[src/sv/psfd_pkg.sv]
// Shared constants and control types of the PPM-sum frame decoder.
package psfd_pkg;

    localparam int MAX_CHANNELS_DEF = 16;

    localparam int HALF_W     = 15;
    localparam int WIDTH_W    = 16;
    localparam int INDEX_W    = 4;
    localparam int FRAME_W    = 5;
    localparam int MINCH_W    = 5;
    localparam int CFG_DATA_W = 16;
    localparam int CFG_IDX_W  = 2;

    localparam logic [CFG_IDX_W-1:0] REG_SYNC_THRESHOLD = 2'd0;
    localparam logic [CFG_IDX_W-1:0] REG_MIN_WIDTH      = 2'd1;
    localparam logic [CFG_IDX_W-1:0] REG_MAX_WIDTH      = 2'd2;
    localparam logic [CFG_IDX_W-1:0] REG_MIN_CHANNELS   = 2'd3;

    localparam logic [WIDTH_W-1:0] SYNC_THRESHOLD_RST = 16'd2700;
    localparam logic [WIDTH_W-1:0] MIN_WIDTH_RST      = 16'd700;
    localparam logic [WIDTH_W-1:0] MAX_WIDTH_RST      = 16'd2300;
    localparam logic [MINCH_W-1:0] MIN_CHANNELS_RST   = 5'd5;

    typedef struct packed {
        logic load_in;
        logic set_sync;
        logic clr_sync;
        logic clr_count;
        logic write_width;
        logic emit_start;
        logic emit_full;
        logic emit_beat;
    } cmd_t;

    typedef struct packed {
        logic half_zero;
        logic gap;
        logic in_window;
        logic in_sync;
        logic count_zero;
        logic count_ge_min;
        logic count_top;
        logic emit_last;
        logic out_free;
    } status_t;

endpackage

[src/sv/psfd_in_if.sv]
// Pulse input channel: two measured half widths.
interface psfd_in_if;
    logic                        valid;
    logic                        ready;
    logic [psfd_pkg::HALF_W-1:0] first_half_width;
    logic [psfd_pkg::HALF_W-1:0] second_half_width;

    modport source (output valid, output first_half_width, output second_half_width,
                    input ready);
    modport sink (input valid, input first_half_width, input second_half_width,
                  output ready);
endinterface

[src/sv/psfd_out_if.sv]
// Channel output channel: one beat per decoded channel.
interface psfd_out_if;
    logic                         valid;
    logic                         ready;
    logic [psfd_pkg::INDEX_W-1:0] channel_index;
    logic [psfd_pkg::WIDTH_W-1:0] channel_width;
    logic [psfd_pkg::FRAME_W-1:0] frame_channels;
    logic                         last;

    modport source (output valid, output channel_index, output channel_width,
                    output frame_channels, output last, input ready);
    modport sink (input valid, input channel_index, input channel_width,
                  input frame_channels, input last, output ready);
endinterface

[src/sv/ppm_sum_frame_decoder.sv]
// PPM-sum frame decoder: top level joining controller and datapath.
//
// pulse: one beat per measured pulse (two half widths, microseconds).
// chan:  one beat per channel of a decoded frame, in order, last on the final one.
// cfg:   register writes (sync threshold, width limits, minimum channel count),
//        taken when cfg_we is high; write only while the decoder is idle.
// A pulse is accepted in the idle state and evaluated in the next cycle. When
// a pulse ends a frame of N channels, the channels are then read from the
// width store one per cycle, while the output is free, into the output
// register; the rate is set by the single read port of the width store.
// pulse.ready is low while a pulse is evaluated or a frame is being sent.
// When chan.ready is low, emission pauses with the beat held in the output
// register; a beat still waiting does not keep a new pulse from being taken.
// Reset restores the register defaults, drops sync and clears the channel
// count; the width store is not cleared and needs no pass.
module ppm_sum_frame_decoder #(
    parameter int MAX_CHANNELS = psfd_pkg::MAX_CHANNELS_DEF
) (
    input  logic                            clk,
    input  logic                            rst_n,
    psfd_in_if.sink                         pulse,
    psfd_out_if.source                      chan,
    input  logic                            cfg_we,
    input  logic [psfd_pkg::CFG_IDX_W-1:0]  cfg_index,
    input  logic [psfd_pkg::CFG_DATA_W-1:0] cfg_data
);
    psfd_pkg::cmd_t    cmd;
    psfd_pkg::status_t status;
    logic              in_ready;

    assign pulse.ready = in_ready;

    psfd_ctrl u_ctrl (
        .clk      (clk),
        .rst_n    (rst_n),
        .in_valid (pulse.valid),
        .in_ready (in_ready),
        .status   (status),
        .cmd      (cmd)
    );

    psfd_dp #(
        .MAX_CHANNELS (MAX_CHANNELS)
    ) u_dp (
        .clk               (clk),
        .rst_n             (rst_n),
        .cfg_we            (cfg_we),
        .cfg_index         (cfg_index),
        .cfg_data          (cfg_data),
        .first_half_width  (pulse.first_half_width),
        .second_half_width (pulse.second_half_width),
        .out_ready         (chan.ready),
        .out_valid         (chan.valid),
        .channel_index     (chan.channel_index),
        .channel_width     (chan.channel_width),
        .frame_channels    (chan.frame_channels),
        .last              (chan.last),
        .cmd               (cmd),
        .status            (status)
    );

endmodule

[src/sv/psfd_dp.sv]
// Datapath: config registers, pulse sum and checks, width store, output register.
module psfd_dp #(
    parameter int MAX_CHANNELS = psfd_pkg::MAX_CHANNELS_DEF
) (
    input  logic                            clk,
    input  logic                            rst_n,
    input  logic                            cfg_we,
    input  logic [psfd_pkg::CFG_IDX_W-1:0]  cfg_index,
    input  logic [psfd_pkg::CFG_DATA_W-1:0] cfg_data,
    input  logic [psfd_pkg::HALF_W-1:0]     first_half_width,
    input  logic [psfd_pkg::HALF_W-1:0]     second_half_width,
    input  logic                            out_ready,
    output logic                            out_valid,
    output logic [psfd_pkg::INDEX_W-1:0]    channel_index,
    output logic [psfd_pkg::WIDTH_W-1:0]    channel_width,
    output logic [psfd_pkg::FRAME_W-1:0]    frame_channels,
    output logic                            last,
    input  psfd_pkg::cmd_t                  cmd,
    output psfd_pkg::status_t               status
);
    localparam int CW   = $clog2(MAX_CHANNELS + 1);
    localparam int AW   = $clog2(MAX_CHANNELS);
    localparam int CMPW = (CW > psfd_pkg::MINCH_W) ? CW : psfd_pkg::MINCH_W;

    logic [psfd_pkg::WIDTH_W-1:0] sync_thr_reg;
    logic [psfd_pkg::WIDTH_W-1:0] min_width_reg;
    logic [psfd_pkg::WIDTH_W-1:0] max_width_reg;
    logic [psfd_pkg::MINCH_W-1:0] min_ch_reg;

    logic [psfd_pkg::HALF_W-1:0]  a_reg;
    logic [psfd_pkg::HALF_W-1:0]  b_reg;
    logic [psfd_pkg::WIDTH_W-1:0] sum;

    logic                         in_sync_reg;
    logic [CW-1:0]                count_reg;
    logic [CW-1:0]                count_next;
    logic [CW-1:0]                frame_count_reg;
    logic [AW-1:0]                emit_k_reg;

    logic                         out_valid_reg;
    logic [psfd_pkg::INDEX_W-1:0] out_index_reg;
    logic [psfd_pkg::WIDTH_W-1:0] out_width_reg;
    logic [psfd_pkg::FRAME_W-1:0] out_frame_reg;
    logic                         out_last_reg;

    logic [psfd_pkg::WIDTH_W-1:0] width_mem [MAX_CHANNELS];

    assign sum = {1'b0, a_reg} + {1'b0, b_reg};

    always_comb
    begin
        count_next = count_reg;
        if (cmd.clr_count)
        begin
            count_next = '0;
        end
        else if (cmd.write_width)
        begin
            count_next = count_reg + CW'(1);
        end
    end

    always_comb
    begin
        status.half_zero    = (a_reg == '0) || (b_reg == '0);
        status.gap          = (sum >= sync_thr_reg);
        status.in_window    = (sum > min_width_reg) && (sum < max_width_reg);
        status.in_sync      = in_sync_reg;
        status.count_zero   = (count_reg == '0);
        status.count_ge_min = (CMPW'(count_reg) >= CMPW'(min_ch_reg));
        status.count_top    = (count_reg == CW'(MAX_CHANNELS - 1));
        status.emit_last    = ((CW'(emit_k_reg) + CW'(1)) == frame_count_reg);
        status.out_free     = !out_valid_reg || out_ready;
    end

    always_ff @(posedge clk or negedge rst_n)
    begin
        if (!rst_n)
        begin
            sync_thr_reg  <= psfd_pkg::SYNC_THRESHOLD_RST;
            min_width_reg <= psfd_pkg::MIN_WIDTH_RST;
            max_width_reg <= psfd_pkg::MAX_WIDTH_RST;
            min_ch_reg    <= psfd_pkg::MIN_CHANNELS_RST;
            in_sync_reg   <= 1'b0;
            count_reg     <= '0;
            out_valid_reg <= 1'b0;
        end
        else
        begin
            if (cfg_we)
            begin
                case (cfg_index)
                    psfd_pkg::REG_SYNC_THRESHOLD: sync_thr_reg  <= cfg_data;
                    psfd_pkg::REG_MIN_WIDTH:      min_width_reg <= cfg_data;
                    psfd_pkg::REG_MAX_WIDTH:      max_width_reg <= cfg_data;
                    psfd_pkg::REG_MIN_CHANNELS:
                        min_ch_reg <= cfg_data[psfd_pkg::MINCH_W-1:0];
                    default: ;
                endcase
            end
            if (cmd.clr_sync)
            begin
                in_sync_reg <= 1'b0;
            end
            else if (cmd.set_sync)
            begin
                in_sync_reg <= 1'b1;
            end
            count_reg <= count_next;
            if (cmd.emit_beat)
            begin
                out_valid_reg <= 1'b1;
            end
            else if (out_ready)
            begin
                out_valid_reg <= 1'b0;
            end
        end
    end

    // Payload registers and the width store.
    always_ff @(posedge clk)
    begin
        if (cmd.load_in)
        begin
            a_reg <= first_half_width;
            b_reg <= second_half_width;
        end
        if (cmd.write_width)
        begin
            width_mem[count_reg[AW-1:0]] <= sum;
        end
        if (cmd.emit_start)
        begin
            frame_count_reg <= cmd.emit_full ? CW'(MAX_CHANNELS) : count_reg;
            emit_k_reg      <= '0;
        end
        else if (cmd.emit_beat)
        begin
            emit_k_reg <= emit_k_reg + AW'(1);
        end
        if (cmd.emit_beat)
        begin
            out_index_reg <= psfd_pkg::INDEX_W'(emit_k_reg);
            out_width_reg <= width_mem[emit_k_reg];
            out_frame_reg <= psfd_pkg::FRAME_W'(frame_count_reg);
            out_last_reg  <= status.emit_last;
        end
    end

    assign out_valid      = out_valid_reg;
    assign channel_index  = out_index_reg;
    assign channel_width  = out_width_reg;
    assign frame_channels = out_frame_reg;
    assign last           = out_last_reg;

endmodule

[src/sv/psfd_ctrl.sv]
// Controller: takes a pulse, decides its effect, then sequences frame emission.
module psfd_ctrl (
    input  logic              clk,
    input  logic              rst_n,
    input  logic              in_valid,
    output logic              in_ready,
    input  psfd_pkg::status_t status,
    output psfd_pkg::cmd_t    cmd
);
    typedef enum logic [1:0] {
        S_IDLE,
        S_EVAL,
        S_EMIT
    } state_t;

    state_t state_reg;
    state_t state_next;

    assign in_ready = (state_reg == S_IDLE);

    always_comb
    begin
        state_next = state_reg;
        cmd        = '0;
        case (state_reg)
            S_IDLE:
            begin
                if (in_valid)
                begin
                    cmd.load_in = 1'b1;
                    state_next  = S_EVAL;
                end
            end
            S_EVAL:
            begin
                state_next = S_IDLE;
                if (status.half_zero)
                begin
                    cmd.clr_sync  = 1'b1;
                    cmd.clr_count = 1'b1;
                end
                else if (status.gap)
                begin
                    cmd.set_sync  = 1'b1;
                    cmd.clr_count = 1'b1;
                    if (status.in_sync && status.count_ge_min && !status.count_zero)
                    begin
                        cmd.emit_start = 1'b1;
                        state_next     = S_EMIT;
                    end
                end
                else if (status.in_sync && status.in_window)
                begin
                    cmd.write_width = 1'b1;
                    // storing the last slot fills the frame: emit and drop sync
                    if (status.count_top)
                    begin
                        cmd.clr_count  = 1'b1;
                        cmd.clr_sync   = 1'b1;
                        cmd.emit_start = 1'b1;
                        cmd.emit_full  = 1'b1;
                        state_next     = S_EMIT;
                    end
                end
            end
            S_EMIT:
            begin
                if (status.out_free)
                begin
                    cmd.emit_beat = 1'b1;
                    if (status.emit_last)
                    begin
                        state_next = S_IDLE;
                    end
                end
            end
            default:
            begin
                state_next = S_IDLE;
            end
        endcase
    end

    always_ff @(posedge clk or negedge rst_n)
    begin
        if (!rst_n)
        begin
            state_reg <= S_IDLE;
        end
        else
        begin
            state_reg <= state_next;
        end
    end

endmodule

[src/flat_wrapper.sv]
// flat-port wrapper written by rule: the top's interface ports become plain ports
module ppm_sum_frame_decoder_flat 
#(
    parameter int MAX_CHANNELS = psfd_pkg::MAX_CHANNELS_DEF
)
  (clk, rst_n, cfg_we, cfg_index, cfg_data, pulse_valid, pulse_first_half_width, pulse_second_half_width, pulse_ready, chan_valid, chan_channel_index, chan_channel_width, chan_frame_channels, chan_last, chan_ready);
  psfd_in_if pulse_i ();
  psfd_out_if chan_i ();
  input  logic clk;
  input  logic rst_n;
  input  logic cfg_we;
  input  logic [psfd_pkg::CFG_IDX_W-1:0] cfg_index;
  input  logic [psfd_pkg::CFG_DATA_W-1:0] cfg_data;
  input wire logic [$bits(pulse_i.valid)-1:0] pulse_valid;
  input wire logic [$bits(pulse_i.first_half_width)-1:0] pulse_first_half_width;
  input wire logic [$bits(pulse_i.second_half_width)-1:0] pulse_second_half_width;
  output wire logic [$bits(pulse_i.ready)-1:0] pulse_ready;
  output wire logic [$bits(chan_i.valid)-1:0] chan_valid;
  output wire logic [$bits(chan_i.channel_index)-1:0] chan_channel_index;
  output wire logic [$bits(chan_i.channel_width)-1:0] chan_channel_width;
  output wire logic [$bits(chan_i.frame_channels)-1:0] chan_frame_channels;
  output wire logic [$bits(chan_i.last)-1:0] chan_last;
  input wire logic [$bits(chan_i.ready)-1:0] chan_ready;
  assign pulse_i.valid = pulse_valid;
  assign pulse_i.first_half_width = pulse_first_half_width;
  assign pulse_i.second_half_width = pulse_second_half_width;
  assign pulse_ready = pulse_i.ready;
  assign chan_valid = chan_i.valid;
  assign chan_channel_index = chan_i.channel_index;
  assign chan_channel_width = chan_i.channel_width;
  assign chan_frame_channels = chan_i.frame_channels;
  assign chan_last = chan_i.last;
  assign chan_i.ready = chan_ready;
  ppm_sum_frame_decoder #(.MAX_CHANNELS(MAX_CHANNELS)) u_core (.clk(clk), .rst_n(rst_n), .pulse(pulse_i), .chan(chan_i), .cfg_we(cfg_we), .cfg_index(cfg_index), .cfg_data(cfg_data));
endmodule
[config.mk]
export PLATFORM = sky130hd
export DESIGN_NAME = ppm_sum_frame_decoder_flat
export DESIGN_NICKNAME = d
export VERILOG_FILES = /design/src/sv/psfd_pkg.sv /design/src/sv/psfd_in_if.sv /design/src/sv/psfd_out_if.sv /design/src/sv/ppm_sum_frame_decoder.sv /design/src/sv/psfd_dp.sv /design/src/sv/psfd_ctrl.sv /design/src/flat_wrapper.sv
export SDC_FILE = /design/constraint.sdc
export NUM_CORES = 1
export LEC_CHECK = 0
export ABC_AREA = 1
export ABC_CLOCK_PERIOD_IN_PS = 4900
export BUFFER_PORTS_ARGS = -buffer_cell sky130_fd_sc_hd__buf_2
export CAP_MARGIN = 20
export CORE_MARGIN = 3
export CORE_UTILIZATION = 50
export CTS_CLUSTER_SIZE = 28
export DETAILED_ROUTE_END_ITERATION = 6
export PLACE_DENSITY = 0.7
export REMOVE_ABC_BUFFERS = 1
export SLEW_MARGIN = 20
export SYNTH_ARGS = -nofsm -noshare
export SYNTH_HDL_FRONTEND = slang
export SYNTH_HIERARCHICAL = 1
export SYNTH_SLANG_ARGS = --single-unit
export TNS_END_PERCENT = 1
[constraint.sdc]
create_clock -name clk -period 4.9 [get_ports clk]
set_input_delay 0.98 -clock clk [delete_from_list [all_inputs] [get_ports clk]]
set_output_delay 0.98 -clock clk [all_outputs]
set_load 0.02 [all_outputs]
==> results of run 1 <==
## cells by family after synthesis
| family | after synthesis | share of synthesized area (%) |
|---|---|---|
| xor+xnor | 11 | 0.572 |
| fa+ha+maj | 74 | 5.54 |
| simple gates | 525 | 12.7 |
| buf+inv | 188 | 4.45 |
| compound gates | 311 | 10.5 |
| flops | 383 | 66.3 |
## final cells by class
| cell class | instances | area share (%) |
|---|---|---|
| clock buffers | 52 | 5.45 |
| clock inverters | 21 | 1.05 |
| inverters | 125 | 2.45 |
| multi-input cells | 921 | 25.9 |
| flip-flops and latches | 383 | 58.3 |
| well taps | 442 | 2.88 |
| repair buffers | 127 | 4.03 |
## metrics by stage
step	instance area (µm²)	instances	worst slack [ps]	hold WS [ps]
floorplan	16600	1429	156	442
global placement	17900	1997	608	466
detailed placement	17900	1997	472	465
CTS	19200	2070	453	446
global route	19200	2071	37.0	464
finish	19200	2071	453	440
## worst max-delay path by stage
stage,start,endpoint,slack (ps),cells after the start
after floorplan,u_core/u_dp/a_reg[0],u_core/u_dp/width_mem[3][0],160,19
after global placement,u_core/u_dp/a_reg[0],u_core/u_dp/width_mem[3][5],610,19
after detailed placement,u_core/u_dp/b_reg[0],u_core/u_dp/width_mem[15][3],470,19
after CTS,u_core/u_dp/a_reg[0],u_core/u_dp/width_mem[15][5],450,19
after global routing,u_core/u_dp/a_reg[0],u_core/u_dp/width_mem[15][8],40,19
final,u_core/u_dp/a_reg[0],u_core/u_dp/width_mem[15][9],450,19
## worst max-delay path, delay by kind of cell (launching register included)
kind	cells	cell delay, ps
compound gates	3	600
xor+xnor	1	380
fa+ha+maj	3	830
buf+inv	4	820
flops	1	360
simple gates	8	1120
## layer usage
layer	vias up	global-route usage (%)	part of all wire, %
met5	-	0	0.087
met4	6	7.65	3.2
met3	94	3.85	7.5
met2	450	35.2	47
met1	5436	30.3	42
li1	5434	-	-
## power groups by stage
stage	combinational [mW]	clock, mW	sequential (mW)
3_5_place_dp	3.57	0	4.41
2_1_floorplan	2.04	0	4.57
4_1_cts	3.60	2.93	4.35
5_1_grt	4.07	3.06	4.38
3_3_place_gp	3.50	0	4.41
6_report	3.62	2.88	4.35
## synthesized netlist by cell type (4+ instances only)
library cell  number  share of area (%)
a211oi_1           4               0.18
a21oi_1           38                1.1
buf_1              4              0.089
buf_2             15               0.45
buf_4              5               0.22
clkbuf_1          38               0.85
dfrtp_1           42                6.2
dfstp_2           20                3.1
dfxtp_1            4               0.48
edfxtp_1         317                 56
ha_1              73                5.4
inv_1            121                2.7
nand2_1          188                4.2
nand3_1           57                1.7
nand4_1            6               0.22
nor2_1           246                5.5
nor3_1             6               0.18
nor4_1             8               0.30
o211ai_1          61                2.7
o21a_1             5               0.22
o21ai_0          189                5.6
xnor2_1            4               0.21
xor2_1             7               0.36
## cell usage in the layout, fill, tap and decap left out, types with 5 or more instances in the layout
| cell type | count |
|---|---|
| nor3_1 | 6 |
| o211ai_1 | 61 |
| clkbuf_16 | 40 |
| inv_1 | 121 |
| nor2_2 | 7 |
| dfrtp_1 | 42 |
| nand4_1 | 6 |
| o21a_1 | 5 |
| buf_4 | 45 |
| o21ai_0 | 189 |
| ha_1 | 73 |
| nor4_1 | 8 |
| nand2_1 | 188 |
| dfstp_2 | 20 |
| edfxtp_1 | 317 |
| nor2_1 | 240 |
| clkbuf_1 | 12 |
| a21oi_1 | 38 |
| clkinv_2 | 5 |
| xor2_1 | 7 |
| nand3_1 | 54 |
| buf_2 | 80 |
| clkinv_1 | 11 |
==> results_dict.tcl, run 1 <==
set metrics [dict create \
    clock.fmax_mhz 225 \
    cp-start-kind "register" \
    crit_required_ps 5110 \
    ctsResizeCount 0 \
    cts.sinks 383 \
    fp-row-count 66 \
    fillers 2727 \
    drc_errors 0 \
    synth_flop_cell "edfxtp_1" \
    wl_um 39100 \
    slowest_delay_ps 410 \
    fin_crit_ps 4450 \
    hold_class "primary input to async pin" \
    gr-total-overflow 0 \
    crit_arrival_ps 4660 \
    fp.dieH_um 190 \
    p_leak_nw 7.45 \
    diodes 0 \
    fin_nets 1725 \
    cts_root_buf "clkbuf_16" \
    multiInputGateArea_um2 4960 \
    syn_inst 1492 \
    cts_setup_buffers 0 \
    power.switching_mw 3.91 \
    cts_buffers 40 \
    worstSetupPathType "register to register" \
    h-tree-depth 2 \
    grt_usage_pct 21.9 \
    cp_slowest_cell "o21ai_0" \
    synth_cell_types 42 \
    rr_endpoint "u_core/u_dp/width_mem[15][9]" \
    grt_pass1_wl_um 61800 \
    ioPinCount 81 \
    worst-path-max-fanout 17 \
    status "finished, final reports clean" \
    via_per_inst 5.51 \
    yosysWarnings 6 \
    rsz0062_at_grt "false" \
    grt_max_degree 97 \
    ff2ff_setup_slack_ps 450 \
    cts.clk_slew.worst_paths_ps 60 \
    ant_nets 0 \
    p_clk_share_pct 26.5 \
    postCtsHoldBufs 0 \
    tns_ps 0 \
    max_cap_violations 0 \
    grt_pass1_vias 11234 \
    place_congestion 0.876 \
    syn_area_um2 16900 \
    irDropWorstVdd_mv 0.412 \
    total_power_mw 10.8 \
    setup_viol 0 \
    drive_above_1_share_pct 13.7 \
    area_growth_pct 13.9 \
    synth_edf_count 317 \
    clockBufferDepth 3 \
    synthArstFlopShare_pct 16.2 \
    endpoint_kind "register" \
    critical_path.cell_chain "ha_1 > inv_1 > fa_1 > o21ai_0 > nand2_1 > nand2_1 > xor2_1 > buf_4 > ha_1 > nand2_1 > o21a_1 > a21oi_1 > nor2_1 > nand3_1 > nor2_1 > buf_4 > nand2_1 > nor2_2 > buf_4" \
    dp_hpwl_um 25300 \
    finalHoldViolations 0 \
    worst_r2r_startpoint "u_core/u_dp/a_reg[0]" \
    power_density_nw_per_um2 565 \
    slew_headroom_pct 24.6 \
    ff_latch_area_um2 11200 \
    dr.pass1.iters 5 \
    die_w_um 190 \
    avgSynthCellArea_um2 11.3 \
    vias 11420 \
    combPwrFrac_pct 33.4 \
    yosysSeqAreaShare_pct 66.3 \
    finalClockSkew_ps 10.0 \
    routedWlPerCell_um 18.9 \
    slew_violations 0 \
    worstMarginPinSlew_ps 1130 \
    p_int_mw 6.93 \
    antenna_found_initial 3 \
    reg2reg_depth 19 \
    swShare_pct 36.1 \
    seqPwrFrac_pct 40.1 \
    dieArea_um2 35900 \
    ys_seq_elements 383 \
    cts_tree "done" \
    clkLatencyLatePin_ps 530 \
    port-buffer-count 80 \
    critPathMostFrequentCell "nand2_1" \
    final_util_pct 58.4 \
    start_util_pct 51.3 \
    dr.first_iter.drc_count 1060 \
    fin_crit_sh_pct 90.7 \
    largest_reg_flops 256 \
    fp.coreArea_um2 32900 \
]
No activity file was read; power rests on OpenSTA's default activity.
==> run 2: changes to the inputs <==
--- a/config.mk
+++ b/config.mk
@@ -6,7 +6,7 @@
 export NUM_CORES = 1
 export LEC_CHECK = 0
 export ABC_AREA = 1
-export ABC_CLOCK_PERIOD_IN_PS = 4900
+export ABC_CLOCK_PERIOD_IN_PS = 3860
 export BUFFER_PORTS_ARGS = -buffer_cell sky130_fd_sc_hd__buf_2
 export CAP_MARGIN = 20
 export CORE_MARGIN = 3
==> constraint.sdc (replaced) <==
create_clock -name clk -period 3.86 [get_ports clk]
set_input_delay 0.772 -clock clk [delete_from_list [all_inputs] [get_ports clk]]
set_output_delay 0.772 -clock clk [all_outputs]
set_load 0.02 [all_outputs]
==> results_dict.tcl, run 2 (synthesized netlist as in run 1, its figures left out) <==
set metrics [dict create \
    status "finished, final reports clean" \
    multiInputGateArea_um2 5390 \
    path_delay_family "simple AND/OR/NAND/NOR gates" \
    dpl-instance-area_um2 18200 \
    finalInstanceArea_um2 20100 \
    fp.coreArea_um2 32900 \
    vias 11569 \
    routedWlPerCell_um 18.8 \
    p_leak_nw 7.72 \
    clockBufferDepth 3 \
    rr_endpoint "u_core/u_dp/width_mem[5][10]" \
    die_w_um 190 \
    place_congestion 0.871 \
    final_cell_mix "edfxtp_1 (317), nor2_1 (226), o21ai_0 (187), nand2_1 (170), inv_1 (120)" \
    dr.first_iter.drc_count 1223 \
    port-buffer-count 80 \
    combPwrFrac_pct 35.7 \
    fp-row-count 66 \
    power.switching_mw 5.15 \
    ioPinCount 81 \
    dr.pass1.iters 5 \
    hold_class "primary input to async pin" \
    dp_hpwl_um 25400 \
    drive_above_1_share_pct 20.2 \
    crit_arrival_ps 3950 \
    fillers 2618 \
    max_cap_violations 0 \
    p_clk_share_pct 25.9 \
    wl_um 39600 \
    post-place-ws_ps -123 \
    seqPwrFrac_pct 38.4 \
    cts.clk_slew.worst_paths_ps 60 \
    slowest_delay_ps 440 \
    crit_required_ps 4110 \
    postLayoutSetupSlackWorst_ps 157 \
    p_int_mw 9.05 \
    cts_tree "done" \
    finalClockSkew_ps 19.9 \
    gr-total-overflow 0 \
    power_density_nw_per_um2 708 \
    via_per_inst 5.49 \
    grt_pass1_wl_um 60700 \
    reg2reg_depth 20 \
    cts_root_buf "clkbuf_16" \
    cts.sinks 383 \
    slew_headroom_pct 28.1 \
    clock.fmax_mhz 270 \
    critical_path.cell_chain "ha_4 > a21oi_1 > o21ai_0 > a21o_1 > xor2_1 > buf_4 > ha_1 > a21oi_1 > o21ai_1 > nand2_1 > nand2_1 > nor2_1 > nand2_2 > nor2_4 > nand3_2 > nor2_2 > buf_6 > nand2_8 > nor2_4 > clkbuf_16" \
    layout_commonest_cell "edfxtp_1" \
    fin_crit_ps 3700 \
    postCtsHoldBufs 0 \
    irDropWorstVdd_mv 0.664 \
    h-tree-depth 2 \
    swShare_pct 36.3 \
    final_util_pct 61.0 \
    finalHoldViolations 0 \
    area_growth_pct 19.0 \
    cp_slowest_cell "edfxtp_1" \
    grt_pass1_vias 11092 \
    drc_errors 0 \
    ant_nets 0 \
    setup_viol 0 \
    slew_violations 0 \
    fp.dieH_um 190 \
    worst-path-max-fanout 8 \
    start_util_pct 51.3 \
    dieArea_um2 35900 \
    antenna_found_initial 0 \
    worstSetupPathType "register to register" \
    worst_r2r_startpoint "u_core/u_dp/a_reg[5]" \
    fin_nets 1762 \
    diodes 0 \
    cts_buffers 39 \
    cp-start-kind "register" \
    clkLatencyLatePin_ps 540 \
    grt_max_degree 133 \
    ff2ff_setup_slack_ps 160 \
    path_buf_inv 3 \
    endpoint_kind "register" \
    ff_latch_area_um2 11200 \
    tns_ps 0 \
    grt_usage_pct 21.6 \
    fin_crit_sh_pct 95.9 \
    largest_reg_flops 256 \
    worstMarginPinSlew_ps 1080 \
]
[run 2: cell count changes in the layout (fill, tap and decap cells not counted), sizes merged]
cell      previous run  this run
clkinv              17        20
inv                126       124
buf                127       164
clkinvlp             0         6
clkbuf              52        45
[run 2: power by group through the flow]
stage	Clock (mW)	Combinational (mW)	Sequential, mW
4_1_cts	3.76	4.79	5.43
2_1_floorplan	0	2.59	5.80
5_1_grt	3.92	5.63	5.48
3_3_place_gp	0	4.67	5.51
6_report	3.68	5.07	5.45
3_5_place_dp	0	4.75	5.52
[run 2: layout make-up]
class                   instances  share of cell area, %
multi-input cells             921                   26.9
well taps                     442                   2.76
flip-flops and latches        383                   55.7
clock buffers                  44                   5.07
repair buffers                165                   6.01
clock inverters                28                   1.19
inverters                     125                   2.35
[run 2: worst max-delay path by stage]
stage                               from  depth (start not counted)                            to
floorplan           u_core/u_dp/a_reg[0]                         19   u_core/u_dp/width_mem[3][0]
global placement    u_core/u_dp/a_reg[6]                         24   u_core/u_dp/width_mem[1][7]
detailed placement  u_core/u_dp/b_reg[0]                         24   u_core/u_dp/width_mem[5][1]
CTS                 u_core/u_dp/b_reg[2]                         24  u_core/u_dp/width_mem[1][10]
global route        u_core/u_dp/a_reg[8]                         22  u_core/u_dp/width_mem[5][10]
finish              u_core/u_dp/a_reg[5]                         20  u_core/u_dp/width_mem[5][10]
[run 2: layer usage]
layer  up-vias  wire, µm  share of wire [%]  global-route usage [%]
met5         -         0                  0                       0
met3        79      2670                6.7                    3.37
met2       433     19100                 48                    35.3
li1       5513         -                  -                       -
met1      5544     16900                 43                    30.3
met4         0       973                2.5                    6.17
[run 2: metrics by stage]
stage	hold slack, ps	cells	total power [mW]
5_1_grt	391	2108	15.0
3_3_place_gp	466	2024	10.2
6_report	395	2108	14.2
3_5_place_dp	465	2024	10.3
4_1_cts	394	2096	14.0
2_1_floorplan	442	1429	8.38
[run 2: timing repair]
| action | 4_1_cts | 5_1_grt |
|---|---|---|
| setup endpoints to repair | 256 | 274 |
| gates cloned | 0 | 2 |
| hold endpoints to repair | 0 | 0 |
| buffers inserted | 0 | 10 |
| gates resized for setup | 7 | 98 |
| pin swaps | 1 | 18 |
==> run 3: changes to the inputs <==
--- a/config.mk
+++ b/config.mk
@@ -9,7 +9,6 @@
 export ABC_CLOCK_PERIOD_IN_PS = 3860
 export BUFFER_PORTS_ARGS = -buffer_cell sky130_fd_sc_hd__buf_2
 export CAP_MARGIN = 20
-export CORE_MARGIN = 3
 export CORE_UTILIZATION = 50
 export CTS_CLUSTER_SIZE = 28
 export DETAILED_ROUTE_END_ITERATION = 6
==> results_dict.tcl, run 3 (synthesized netlist as in run 1, its figures left out) <==
set metrics [dict create \
    routedWlPerCell_um 19.5 \
    area_growth_pct 20.4 \
    cts_buffers 40 \
    ant_nets 0 \
    dr.pass1.iters 5 \
    slew_headroom_pct 28.8 \
    rr_endpoint "u_core/u_dp/width_mem[3][6]" \
    crit_end "u_core/u_dp/width_mem[3][6]" \
    worstSetupPathType "register to register" \
    post-place-ws_ps -232 \
    fin_nets 1776 \
    place_congestion 0.920 \
    port-buffer-count 80 \
    power_density_nw_per_um2 723 \
    postLayoutSetupSlackWorst_ps 167 \
    finalHoldViolations 0 \
    irDropWorstVdd_mv 0.446 \
    largest_reg_flops 256 \
    clkLatencyLatePin_ps 540 \
    fp-row-count 66 \
    fp.coreArea_um2 32900 \
    tns_ps 0 \
    dieArea_um2 34400 \
    worst_r2r_startpoint "u_core/u_dp/b_reg[0]" \
    postCtsHoldBufs 0 \
    drive_above_1_share_pct 21.2 \
    fillers 2629 \
    start_util_pct 51.3 \
    vias 11866 \
    worst-path-max-fanout 8 \
    endpoint_kind "register" \
    cts.sinks 383 \
    layout_commonest_cell "edfxtp_1" \
    clock.fmax_mhz 271 \
    ff2ff_setup_slack_ps 170 \
    crit_arrival_ps 3940 \
    cts.clk_slew.worst_paths_ps 60 \
    diodes 0 \
    grt_max_degree 109 \
    gr-total-overflow 0 \
    final_util_pct 61.8 \
    cp-start-kind "register" \
    finalClockSkew_ps 20.2 \
    dpl-instance-area_um2 18200 \
    wl_um 41400 \
    setup_viol 0 \
    h-tree-depth 2 \
    antenna_found_initial 0 \
    dr.first_iter.drc_count 1194 \
    clockBufferDepth 3 \
    reg2reg_depth 24 \
    max_cap_violations 0 \
    hold_class "primary input to async pin" \
    grt_usage_pct 23.8 \
    p_leak_nw 7.80 \
    timing.hold.ws_ps 419 \
    multiInputGateArea_um2 5510 \
    startpoint "u_core/u_dp/b_reg[0]" \
    status "finished, final reports clean" \
    fin_crit_ps 3690 \
    ff_latch_area_um2 11200 \
    crit_required_ps 4110 \
    ioPinCount 81 \
    final_cell_mix "edfxtp_1 (317), nor2_1 (230), o21ai_0 (187), nand2_1 (161), inv_1 (118)" \
    worstMarginPinSlew_ps 1070 \
    finalInstanceArea_um2 20300 \
    stdcell_count 2123 \
    drc_errors 0 \
    fp.dieH_um 186 \
    cts_root_buf "clkbuf_16" \
    via_per_inst 5.59 \
    grt_pass1_wl_um 61600 \
    total_power_mw 14.7 \
    fin_crit_sh_pct 95.7 \
    dp_hpwl_um 26300 \
    die_w_um 186 \
    cts_tree "done" \
    slew_violations 0 \
    grt_pass1_vias 11027 \
    dp_cells 2031 \
]
-- run 3: changes by cell type in the layout (fill, tap and decap cells not counted), moves of 5 or more --
cell,delta
buf_4,+9
nand2_1,-9
nand2_2,+8
nor2_2,-8
clkinv_1,+5
clkinv_2,-5
-- run 3: metal layers --
metal  track usage (%)  vias to the layer above  share of wire (%)
li1                  -                     5540                  -
met1              34.4                     5709                 43
met2              37.0                      531                 47
met3              3.17                       86                7.5
met4              8.49                        0                3.2
met5                 0                        -                  0
-- run 3: power by group --
part           total (mW)  switching, mW  internal (mW)
sequential           5.47          0.192           5.28
combinational        5.41           3.62           1.80
clock                3.79           1.56           2.22
total                14.7           5.37           9.30
-- run 3: how the worst min path moves through the flow --
stage                               endpoint  slack (ps)  cells past startpoint
2_1_floorplan  u_core/u_dp/frame_channels[1]         440                      0
3_3_place_gp   u_core/u_dp/frame_channels[2]         460                      0
3_5_place_dp   u_core/u_dp/frame_channels[2]         450                      0
4_1_cts                 u_core/u_dp/a_reg[2]         400                      1
5_1_grt                 u_core/u_dp/b_reg[3]         400                      1
6_report               u_core/u_dp/out_valid         420                      2
-- run 3: what timing repair did --
| item | CTS | global route |
|---|---|---|
| pin swaps | 0 | 30 |
| resized for setup | 20 | 130 |
| endpoints found under the setup margin | 256 | 275 |
| cloned | 0 | 9 |
| setup buffers | 0 | 9 |
-- run 3: layout make-up --
type	count	share of cell area [%]
repair buffers	178	6.38
multi-input cells	921	27.1
inverters	125	2.32
clock buffers	49	5.20
well taps	442	2.72
flip-flops and latches	383	55.1
clock inverters	25	1.15
-- run 3: worst max-delay path, cell delays in order, from the launching register on --
cell,delay [ps]
edfxtp_1,400
ha_4,160
inv_2,40
fa_2,360
o21ai_2,170
nand2_1,90
nand2_2,80
nand2_2,60
nand2_1,70
nand2_1,80
nand2_4,110
buf_4,120
ha_1,210
nand2_1,80
o21a_1,130
nand2_1,50
nor2_1,120
nand2_2,80
nor2_4,140
nand3_4,90
nor2_4,200
buf_12,160
nand2_8,80
nor2_4,160
clkbuf_16,180
